`src/rtl/mme_pkg.sv`:
```
// Shared types and constants for the matrix multiply engine.
// Used by mme_mac and matrix_multiply_engine_top. No dependencies.
`timescale 1ns / 1ps

package mme_pkg;

   // Field and datapath widths
   localparam int ELEM_W    = 16;
   localparam int FRAC_BITS = 12;
   localparam int IDX_W     = 3;
   localparam int DIM_W     = 4;
   localparam int PROD_W    = 2 * ELEM_W;
   localparam int ACC_W     = PROD_W + IDX_W;
   localparam int CSR_IDX_W = 2;

   // Saturation limits of a result element, at accumulator width
   localparam logic signed [ACC_W-1:0] SAT_HI = ACC_W'(2 ** (ELEM_W - 1) - 1);
   localparam logic signed [ACC_W-1:0] SAT_LO = ACC_W'(-(2 ** (ELEM_W - 1)));

   // Request codes
   localparam logic [1:0] REQ_LOAD_A = 2'd0;
   localparam logic [1:0] REQ_LOAD_B = 2'd1;
   localparam logic [1:0] REQ_START  = 2'd2;

   // Configuration register indexes
   localparam logic [CSR_IDX_W-1:0] CSR_A_ROWS = 2'd0;
   localparam logic [CSR_IDX_W-1:0] CSR_A_COLS = 2'd1;
   localparam logic [CSR_IDX_W-1:0] CSR_B_ROWS = 2'd2;
   localparam logic [CSR_IDX_W-1:0] CSR_B_COLS = 2'd3;

   localparam logic [DIM_W-1:0] DIM_RESET = 4'd8;

   typedef struct packed {
      logic [1:0]              req_type;
      logic [IDX_W-1:0]        elem_row;
      logic [IDX_W-1:0]        elem_col;
      logic signed [ELEM_W-1:0] elem_value;
   } req_payload_type;

   typedef struct packed {
      logic [IDX_W-1:0]        out_row;
      logic [IDX_W-1:0]        out_col;
      logic signed [ELEM_W-1:0] out_value;
      logic                    is_last;
      logic                    dim_error;
   } rsp_payload_type;

   // Control that travels with one operand pair into the MAC
   typedef struct packed {
      logic valid;
      logic first;
      logic last;
   } mac_ctl_type;

   // Finished dot product from the MAC
   typedef struct packed {
      logic                    done;
      logic signed [ELEM_W-1:0] value;
   } mac_res_type;

endpackage

```
`src/rtl/matrix_multiply_engine_top.sv`:
```
// Matrix multiply engine, top level. Depends on mme_pkg and mme_mac.
// Loads are accepted back to back while idle.
// A start with matched dimensions issues one MAC per cycle from the two element
// memories for each result element, then waits for the sum and pushes it; output stalls can hold the push.
// A dimension mismatch gives its single error result through the error state.
// Synchronous reset clears control and sets all dimensions to 8; stores keep contents.
`timescale 1ns / 1ps

module matrix_multiply_engine_top #(
   parameter int MAX_DIM = 8
) (
   input  logic                                clock,
   input  logic                                reset,
   input  logic                                req_valid,
   output logic                                req_stall,
   input  mme_pkg::req_payload_type            req_data,
   output logic                                rsp_valid,
   input  logic                                rsp_stall,
   output mme_pkg::rsp_payload_type            rsp_data,
   input  logic                                csr_valid,
   output logic                                csr_ready,
   input  logic [mme_pkg::CSR_IDX_W-1:0]       csr_index,
   input  logic [mme_pkg::DIM_W-1:0]           csr_wdata
);

   localparam int DEPTH = MAX_DIM * MAX_DIM;
   localparam int AW    = (DEPTH > 1) ? $clog2(DEPTH) : 1;
   localparam logic [mme_pkg::DIM_W-1:0] DIM_MAX = mme_pkg::DIM_W'(MAX_DIM);

   typedef enum logic [2:0] {
      ST_IDLE,
      ST_ERR,
      ST_ISSUE,
      ST_WAIT,
      ST_PUSH
   } state_type;

   state_type                          state_ff;
   logic [mme_pkg::DIM_W-1:0]          a_rows_ff, a_cols_ff, b_rows_ff, b_cols_ff;
   logic [mme_pkg::DIM_W-1:0]          ar_ff, ac_ff, bc_ff;
   logic [mme_pkg::IDX_W-1:0]          i_ff, j_ff, k_ff;
   mme_pkg::mac_ctl_type               issue_ff;
   logic                               rsp_valid_ff;
   mme_pkg::rsp_payload_type           rsp_data_ff;
   mme_pkg::rsp_payload_type           rsp_data_in;
   logic signed [mme_pkg::ELEM_W-1:0]  mem_a [DEPTH];
   logic signed [mme_pkg::ELEM_W-1:0]  mem_b [DEPTH];
   logic signed [mme_pkg::ELEM_W-1:0]  rd_a_ff, rd_b_ff;
   logic [AW-1:0]                      wr_addr, rd_addr_a, rd_addr_b;
   logic                               req_accept, load_ok, rsp_free, rsp_load;
   logic [mme_pkg::DIM_W-1:0]          ar_c, ac_c, br_c, bc_c;
   logic                               last_k, last_col, last_row;
   mme_pkg::mac_res_type               mac_res;

   // Dimension register as used: zero reads as one, above the maximum as the maximum.
   function automatic logic [mme_pkg::DIM_W-1:0] clamp_dim(
      input logic [mme_pkg::DIM_W-1:0] d
   );
      logic [mme_pkg::DIM_W-1:0] r;
      r = d;
      if (d == '0) begin
         r = mme_pkg::DIM_W'(1);
      end else if (d > DIM_MAX) begin
         r = DIM_MAX;
      end
      return r;
   endfunction

   // Row-major element address
   function automatic logic [AW-1:0] elem_addr(
      input logic [mme_pkg::IDX_W-1:0] r,
      input logic [mme_pkg::IDX_W-1:0] c
   );
      return AW'(int'(r) * MAX_DIM + int'(c));
   endfunction

   // Handshake and control decode
   assign req_stall  = (state_ff != ST_IDLE);
   assign req_accept = req_valid && !req_stall;
   assign csr_ready  = (state_ff == ST_IDLE);
   assign rsp_valid  = rsp_valid_ff;
   assign rsp_data   = rsp_data_ff;
   assign rsp_free   = !rsp_valid_ff || !rsp_stall;
   assign rsp_load   = rsp_free && ((state_ff == ST_ERR) || (state_ff == ST_PUSH));

   assign ar_c = clamp_dim(a_rows_ff);
   assign ac_c = clamp_dim(a_cols_ff);
   assign br_c = clamp_dim(b_rows_ff);
   assign bc_c = clamp_dim(b_cols_ff);

   assign last_k   = (mme_pkg::DIM_W'(k_ff) + 1'b1) == ac_ff;
   assign last_col = (mme_pkg::DIM_W'(j_ff) + 1'b1) == bc_ff;
   assign last_row = (mme_pkg::DIM_W'(i_ff) + 1'b1) == ar_ff;

   assign load_ok = (mme_pkg::DIM_W'(req_data.elem_row) < DIM_MAX)
                 && (mme_pkg::DIM_W'(req_data.elem_col) < DIM_MAX);

   assign wr_addr   = elem_addr(req_data.elem_row, req_data.elem_col);
   assign rd_addr_a = elem_addr(i_ff, k_ff);
   assign rd_addr_b = elem_addr(k_ff, j_ff);

   // Configuration registers
   always_ff @(posedge clock) begin
      if (reset) begin
         a_rows_ff <= mme_pkg::DIM_RESET;
         a_cols_ff <= mme_pkg::DIM_RESET;
         b_rows_ff <= mme_pkg::DIM_RESET;
         b_cols_ff <= mme_pkg::DIM_RESET;
      end else if (csr_valid && csr_ready) begin
         case (csr_index)
            mme_pkg::CSR_A_ROWS: a_rows_ff <= csr_wdata;
            mme_pkg::CSR_A_COLS: a_cols_ff <= csr_wdata;
            mme_pkg::CSR_B_ROWS: b_rows_ff <= csr_wdata;
            mme_pkg::CSR_B_COLS: b_cols_ff <= csr_wdata;
            default: ;
         endcase
      end
   end

   // Element memories: one write port for loads, one registered read port each.
   always_ff @(posedge clock) begin
      if (req_accept && load_ok && (req_data.req_type == mme_pkg::REQ_LOAD_A)) begin
         mem_a[wr_addr] <= req_data.elem_value;
      end
      rd_a_ff <= mem_a[rd_addr_a];
   end

   always_ff @(posedge clock) begin
      if (req_accept && load_ok && (req_data.req_type == mme_pkg::REQ_LOAD_B)) begin
         mem_b[wr_addr] <= req_data.elem_value;
      end
      rd_b_ff <= mem_b[rd_addr_b];
   end

   // Dot product unit; its control is registered, like the read data, so the two arrive together.
   mme_mac u_mac (
      .clock  (clock),
      .reset  (reset),
      .ctl    (issue_ff),
      .opnd_a (rd_a_ff),
      .opnd_b (rd_b_ff),
      .res    (mac_res)
   );

   // Sequencer over rows, columns and the inner dimension
   always_ff @(posedge clock) begin
      if (reset) begin
         state_ff     <= ST_IDLE;
         i_ff         <= '0;
         j_ff         <= '0;
         k_ff         <= '0;
         ar_ff        <= mme_pkg::DIM_RESET;
         ac_ff        <= mme_pkg::DIM_RESET;
         bc_ff        <= mme_pkg::DIM_RESET;
         issue_ff     <= '0;
         rsp_valid_ff <= 1'b0;
      end else begin
         // One operand pair goes to the MAC in every issue cycle.
         issue_ff.valid <= (state_ff == ST_ISSUE);
         issue_ff.first <= (k_ff == '0);
         issue_ff.last  <= last_k;
         if (rsp_load) begin
            rsp_valid_ff <= 1'b1;
         end else if (rsp_valid_ff && !rsp_stall) begin
            rsp_valid_ff <= 1'b0;
         end
         case (state_ff)
            ST_IDLE: begin
               if (req_accept && (req_data.req_type == mme_pkg::REQ_START)) begin
                  ar_ff <= ar_c;
                  ac_ff <= ac_c;
                  bc_ff <= bc_c;
                  i_ff  <= '0;
                  j_ff  <= '0;
                  k_ff  <= '0;
                  state_ff <= (br_c != ac_c) ? ST_ERR : ST_ISSUE;
               end
            end
            ST_ERR: begin
               if (rsp_free) begin
                  state_ff <= ST_IDLE;
               end
            end
            ST_ISSUE: begin
               if (last_k) begin
                  k_ff     <= '0;
                  state_ff <= ST_WAIT;
               end else begin
                  k_ff <= k_ff + 1'b1;
               end
            end
            ST_WAIT: begin
               if (mac_res.done) begin
                  state_ff <= ST_PUSH;
               end
            end
            ST_PUSH: begin
               if (rsp_free) begin
                  if (last_col) begin
                     j_ff <= '0;
                     if (last_row) begin
                        state_ff <= ST_IDLE;
                     end else begin
                        i_ff     <= i_ff + 1'b1;
                        state_ff <= ST_ISSUE;
                     end
                  end else begin
                     j_ff     <= j_ff + 1'b1;
                     state_ff <= ST_ISSUE;
                  end
               end
            end
            default: state_ff <= ST_IDLE;
         endcase
      end
   end

   // Result transaction contents
   always_comb begin
      rsp_data_in = '0;
      if (state_ff == ST_ERR) begin
         rsp_data_in.is_last   = 1'b1;
         rsp_data_in.dim_error = 1'b1;
      end else begin
         rsp_data_in.out_row   = i_ff;
         rsp_data_in.out_col   = j_ff;
         rsp_data_in.out_value = mac_res.value;
         rsp_data_in.is_last   = last_row && last_col;
      end
   end

   always_ff @(posedge clock) begin
      if (rsp_load) begin
         rsp_data_ff <= rsp_data_in;
      end
   end

`ifndef SYNTHESIS
   // A finished sum only appears while the sequencer waits for it.
   assert property (@(posedge clock) disable iff (reset)
      mac_res.done |-> (state_ff == ST_WAIT))
      else $error("dot product finished outside the wait state");

   // The inner index never runs past the inner dimension.
   assert property (@(posedge clock) disable iff (reset)
      (state_ff == ST_ISSUE) |-> (mme_pkg::DIM_W'(k_ff) < ac_ff))
      else $error("inner index beyond inner dimension");

   // A matched start begins issuing at the first element.
   assert property (@(posedge clock) disable iff (reset)
      (req_accept && (req_data.req_type == mme_pkg::REQ_START) && (br_c == ac_c))
      |=> (state_ff == ST_ISSUE) && (i_ff == '0) && (j_ff == '0) && (k_ff == '0))
      else $error("matched start did not begin at element zero");

   // Nothing is issued to the MAC while a result waits to be pushed.
   assert property (@(posedge clock) disable iff (reset)
      (state_ff == ST_PUSH) |-> !issue_ff.valid)
      else $error("MAC issue during result push");
`endif

endmodule

```
`src/rtl/mme_mac.sv`:
```
// Multiply-accumulate unit: registered product, full-width accumulator,
// then shift by the fraction bits and saturation. Depends on mme_pkg.
`timescale 1ns / 1ps

module mme_mac (
   input  logic                            clock,
   input  logic                            reset,
   input  mme_pkg::mac_ctl_type            ctl,
   input  logic signed [mme_pkg::ELEM_W-1:0] opnd_a,
   input  logic signed [mme_pkg::ELEM_W-1:0] opnd_b,
   output mme_pkg::mac_res_type            res
);

   logic signed [mme_pkg::PROD_W-1:0] prod_ff;
   mme_pkg::mac_ctl_type              ctl1_ff;
   logic signed [mme_pkg::ACC_W-1:0]  acc_ff;
   logic                              done_ff;
   logic signed [mme_pkg::ACC_W-1:0]  scaled;

   // Control pipeline alongside the data
   always_ff @(posedge clock) begin
      if (reset) begin
         ctl1_ff <= '0;
         done_ff <= 1'b0;
      end else begin
         ctl1_ff <= ctl;
         done_ff <= ctl1_ff.valid && ctl1_ff.last;
      end
   end

   // Product stage, then accumulate; the first term of a sum restarts it.
   always_ff @(posedge clock) begin
      prod_ff <= opnd_a * opnd_b;
      if (ctl1_ff.valid) begin
         if (ctl1_ff.first) begin
            acc_ff <= mme_pkg::ACC_W'(prod_ff);
         end else begin
            acc_ff <= acc_ff + mme_pkg::ACC_W'(prod_ff);
         end
      end
   end

   // Arithmetic shift rounds toward minus infinity; then clip to the element range.
   always_comb begin
      scaled    = acc_ff >>> mme_pkg::FRAC_BITS;
      res.done  = done_ff;
      if (scaled > mme_pkg::SAT_HI) begin
         res.value = mme_pkg::SAT_HI[mme_pkg::ELEM_W-1:0];
      end else if (scaled < mme_pkg::SAT_LO) begin
         res.value = mme_pkg::SAT_LO[mme_pkg::ELEM_W-1:0];
      end else begin
         res.value = scaled[mme_pkg::ELEM_W-1:0];
      end
   end

endmodule

```
`config.mk`:
```
export PLATFORM = sky130hd
export DESIGN_NAME = matrix_multiply_engine_top
export DESIGN_NICKNAME = d
export VERILOG_FILES = /design/src/rtl/mme_pkg.sv /design/src/rtl/matrix_multiply_engine_top.sv /design/src/rtl/mme_mac.sv
export SDC_FILE = /design/constraint.sdc
export NUM_CORES = 2
export LEC_CHECK = 0
export ABC_CLOCK_PERIOD_IN_PS = 7400
export BUFFER_PORTS_ARGS = -buffer_cell sky130_fd_sc_hd__buf_4
export CAP_MARGIN = 10
export CORE_ASPECT_RATIO = 1.4
export CORE_MARGIN = 5
export CORE_UTILIZATION = 30
export DETAILED_ROUTE_END_ITERATION = 10
export GPL_TIMING_DRIVEN = 0
export SETUP_SLACK_MARGIN = 0.5
export SKIP_LAST_GASP = 1
export SLEW_MARGIN = 0
export SYNTH_ARGS = -nofsm -noshare
export SYNTH_HDL_FRONTEND = slang
export SYNTH_SLANG_ARGS = --single-unit
```
`constraint.sdc`:
```
create_clock -name clock -period 7.4 [get_ports clock]
set_input_delay 0.74 -clock clock [delete_from_list [all_inputs] [get_ports clock]]
set_output_delay 0.74 -clock clock [all_outputs]
set_load 0.01 [all_outputs]
```
==> flow_metrics.env <==
export IMPL_outcome="complete, no violations"
export IMPL_required_ps=8170
export IMPL_insertion_delay_ps=860
export IMPL_fmax_ghz=0.149
export IMPL_wirelength_um=263000
export IMPL_wl_per_cell_um=25.0
export IMPL_path_cells="clkbuf_4 > nand2_1 > inv_1 > fa_1 > inv_1 > fa_1 > fa_1 > inv_1 > fa_1 > fa_1 > inv_1 > fa_1 > inv_1 > ha_1 > a211oi_1 > o21bai_1 > a21boi_0 > o21ai_0 > a31o_1 > a41o_1 > or4_4 > a31o_1 > a21oi_2 > xnor2_1"
export IMPL_area_growth_synth_to_final_pct=15.1
export IMPL_ant_nets=0
export IMPL_root_buffer="clkbuf_16"
export IMPL_dr_pass1_iters=6
export IMPL_clock_sinks=2219
export IMPL_finalWeightedCongestion=0.912
export IMPL_crit_arrival_ps=7480
export IMPL_r2r_cells=24
export IMPL_htree_levels=4
export IMPL_setup_viol=0
export IMPL_utilization=0.346
export IMPL_ys_seq_area_frac=0.680
export IMPL_cts_tree="yes"
export IMPL_drv_slew=0
export IMPL_ys_types=65
export IMPL_critPathMostFrequentCell="fa_1"
export IMPL_dpl_hpwl_um=187000
export IMPL_hold_path_depth=3
export IMPL_cp_top_family="adder cells"
export IMPL_finalClockSkew_ps=46.4
export IMPL_dieArea_mm2=0.333
export IMPL_hold_viol=0
export IMPL_rsz0062_at_grt="true"
export IMPL_track_usage=0.155
export IMPL_synthCells=5794
export IMPL_period_share=0.906
export IMPL_drt_first_iter_violations=4684
export IMPL_layout_commonest_cell="edfxtp_1"
export IMPL_tns_ps=0
export IMPL_synth_nets=6212
export IMPL_path_depth=24
export IMPL_viasPerCell=5.01
export IMPL_dpl_cell_area_mm2=0.104
export IMPL_finish_instance_area_mm2=0.111
export IMPL_crit_type="flop to flop"
export IMPL_layout_min_cycle_time_ps=6700
export IMPL_worst_setup_path_end_kind="flop"
export IMPL_synth_area_mm2=0.0963
export IMPL_slew_headroom=0.133
export IMPL_worstMarginPinSlew_ps=1300
export IMPL_clockBufferDepth=4
export IMPL_critPathMaxStageDelay_ps=540
export IMPL_synth_edf_count=2107
export IMPL_drive_gt1_frac=0.165
export IMPL_io_pins=62
export IMPL_fin_cells=10550
export IMPL_final_cell_mix="edfxtp_1, mux2i_1, nand2_1"
export IMPL_grt_pass1_wl_um=380000
export IMPL_die_height_um=681
export IMPL_crit_path_max_fanout=10
export IMPL_port_buffers=57
export IMPL_final_net_count=6585
export IMPL_clk_pin_slew_ps=60
export IMPL_async_reset_ff_frac=0
export IMPL_vias=52825
export IMPL_place_inst=10178
export IMPL_startpoint_type="flop"
export IMPL_cp_slowest_cell="fa_1"
export IMPL_ctsHoldBuffers=0
export IMPL_yosysWarnings=0
export IMPL_core_mm2=0.320
export IMPL_drc=0
export IMPL_syn_area_per_cell_um2=16.6
export IMPL_ys_ff_latch=2219
export IMPL_min_path_type="input port to flop"
export IMPL_maxCapViolCount=0
export IMPL_grt_pass1_vias=54536
export IMPL_crit_buf_inv=6
export IMPL_die_x_um=489
export IMPL_numCtsBuffers=198
export IMPL_grt_ovfl_total=0
export IMPL_floorplan_initialDensity=0.301
export IMPL_synthFlopType="edfxtp_1"
export IMPL_antenna_found_initial=25
export IMPL_rows=246
export IMPL_grt_max_degree=101
## Yosys cell counts, types with 7 or more instances
library cell,instances,area share
a211o_1,7,0.00064
a21boi_0,8,0.00062
a21o_1,18,0.0014
a21oi_1,261,0.014
and2_1,124,0.0081
and3_1,12,0.00078
buf_1,69,0.0027
buf_2,23,0.0012
clkbuf_1,200,0.0078
dfxtp_1,112,0.023
edfxtp_1,2107,0.66
fa_1,263,0.055
ha_1,120,0.016
inv_1,331,0.013
mux2_2,67,0.0078
mux2i_1,466,0.048
mux4_2,288,0.067
nand2_1,332,0.013
nand2b_1,24,0.0016
nand3_1,20,0.0010
nand3b_1,7,0.00055
nand4_1,7,0.00045
nor2_1,263,0.010
nor2b_1,24,0.0016
nor3_1,20,0.0010
o21a_1,7,0.00055
o21ai_0,132,0.0069
o221ai_1,193,0.018
o22ai_1,131,0.0085
xnor2_1,52,0.0047
xor2_1,24,0.0022
## final cells by class
| type | instances | area (um^2) |
|---|---|---|
| Clock inverter | 106 | 1060 |
| Antenna cell | 12 | 30.0 |
| Buffer | 292 | 1220 |
| Sequential cell | 2219 | 65600 |
| Multi-Input combinational cell | 2952 | 28800 |
| Tap cell | 4216 | 5280 |
| Inverter | 331 | 1240 |
| Fill cell | 30108 | 210000 |
| Timing Repair Buffer | 173 | 2410 |
| Clock buffer | 249 | 5300 |
## sequential cells by signal, indices dropped and copies added, names as in the netlist, 16 cells and up
signal	count
mem_a	1024
rsp_data	24
mem_b	1024
u_mac.prod_ff	32
rd_a_ff	16
u_mac.acc_ff	35
rd_b_ff	16
## cells by family (layout without fill, tap and decap cells)
| family | Yosys count | in the layout | synth area share |
|---|---|---|---|
| flip-flops | 2219 | 2219 | 0.680 |
| AND/OR/NAND/NOR | 860 | 860 | 0.0403 |
| XOR/XNOR | 76 | 76 | 0.00691 |
| buffers and inverters | 623 | 1151 | 0.0246 |
| multiplexers | 821 | 821 | 0.124 |
| adder cells (fa/ha/maj) | 383 | 383 | 0.0702 |
| AO/OA/AOI/OAI | 812 | 812 | 0.0544 |
| other | 0 | 12 | 0 |
## path summary, 6_finish.rpt
path                                from                   endpoint  slack [ps]
min reg2reg  u_mac.ctl1_ff[0]$_SDFF_PP0_   u_mac.done_ff$_SDFF_PP0_         410
max                  rd_a_ff[15]$_DFF_P_  u_mac.prod_ff[31]$_DFF_P_         700
min                         csr_wdata[3]  a_rows_ff[3]$_SDFFE_PP1P_         170
max reg2reg          rd_a_ff[15]$_DFF_P_  u_mac.prod_ff[31]$_DFF_P_         700
## worst min-delay path: cells and delay by family
kind	cells	cell delay [ps]
AO/OA/AOI/OAI	1	90
AND/OR/NAND/NOR	1	50
buffers and inverters	1	90
## per-stage QoR
step,hold slack [ps],worst slack [ps]
3_3_place_gp,400,-61.2
5_1_grt,149,489
4_1_cts,124,503
6_report,173,696
2_1_floorplan,395,1100
3_5_place_dp,405,-20.5
## what timing repair did
item,CTS,global route
buffers inserted,1,2
setup endpoints to repair,6,3
resized for setup,35,77
hold endpoints to repair,0,0
cloned,0,0
pin swaps,1,3
## layer usage
layer	track usage	wire, um	vias up
li1	-	-	22996
met1	0.178	95800	27435
met2	0.284	138000	1875
met3	0.0248	16300	507
met4	0.0665	12600	12
met5	0	67	-
Power is not shown: default switching activity piles up to over one toggle a cycle in this logic, so the estimate is an artifact.
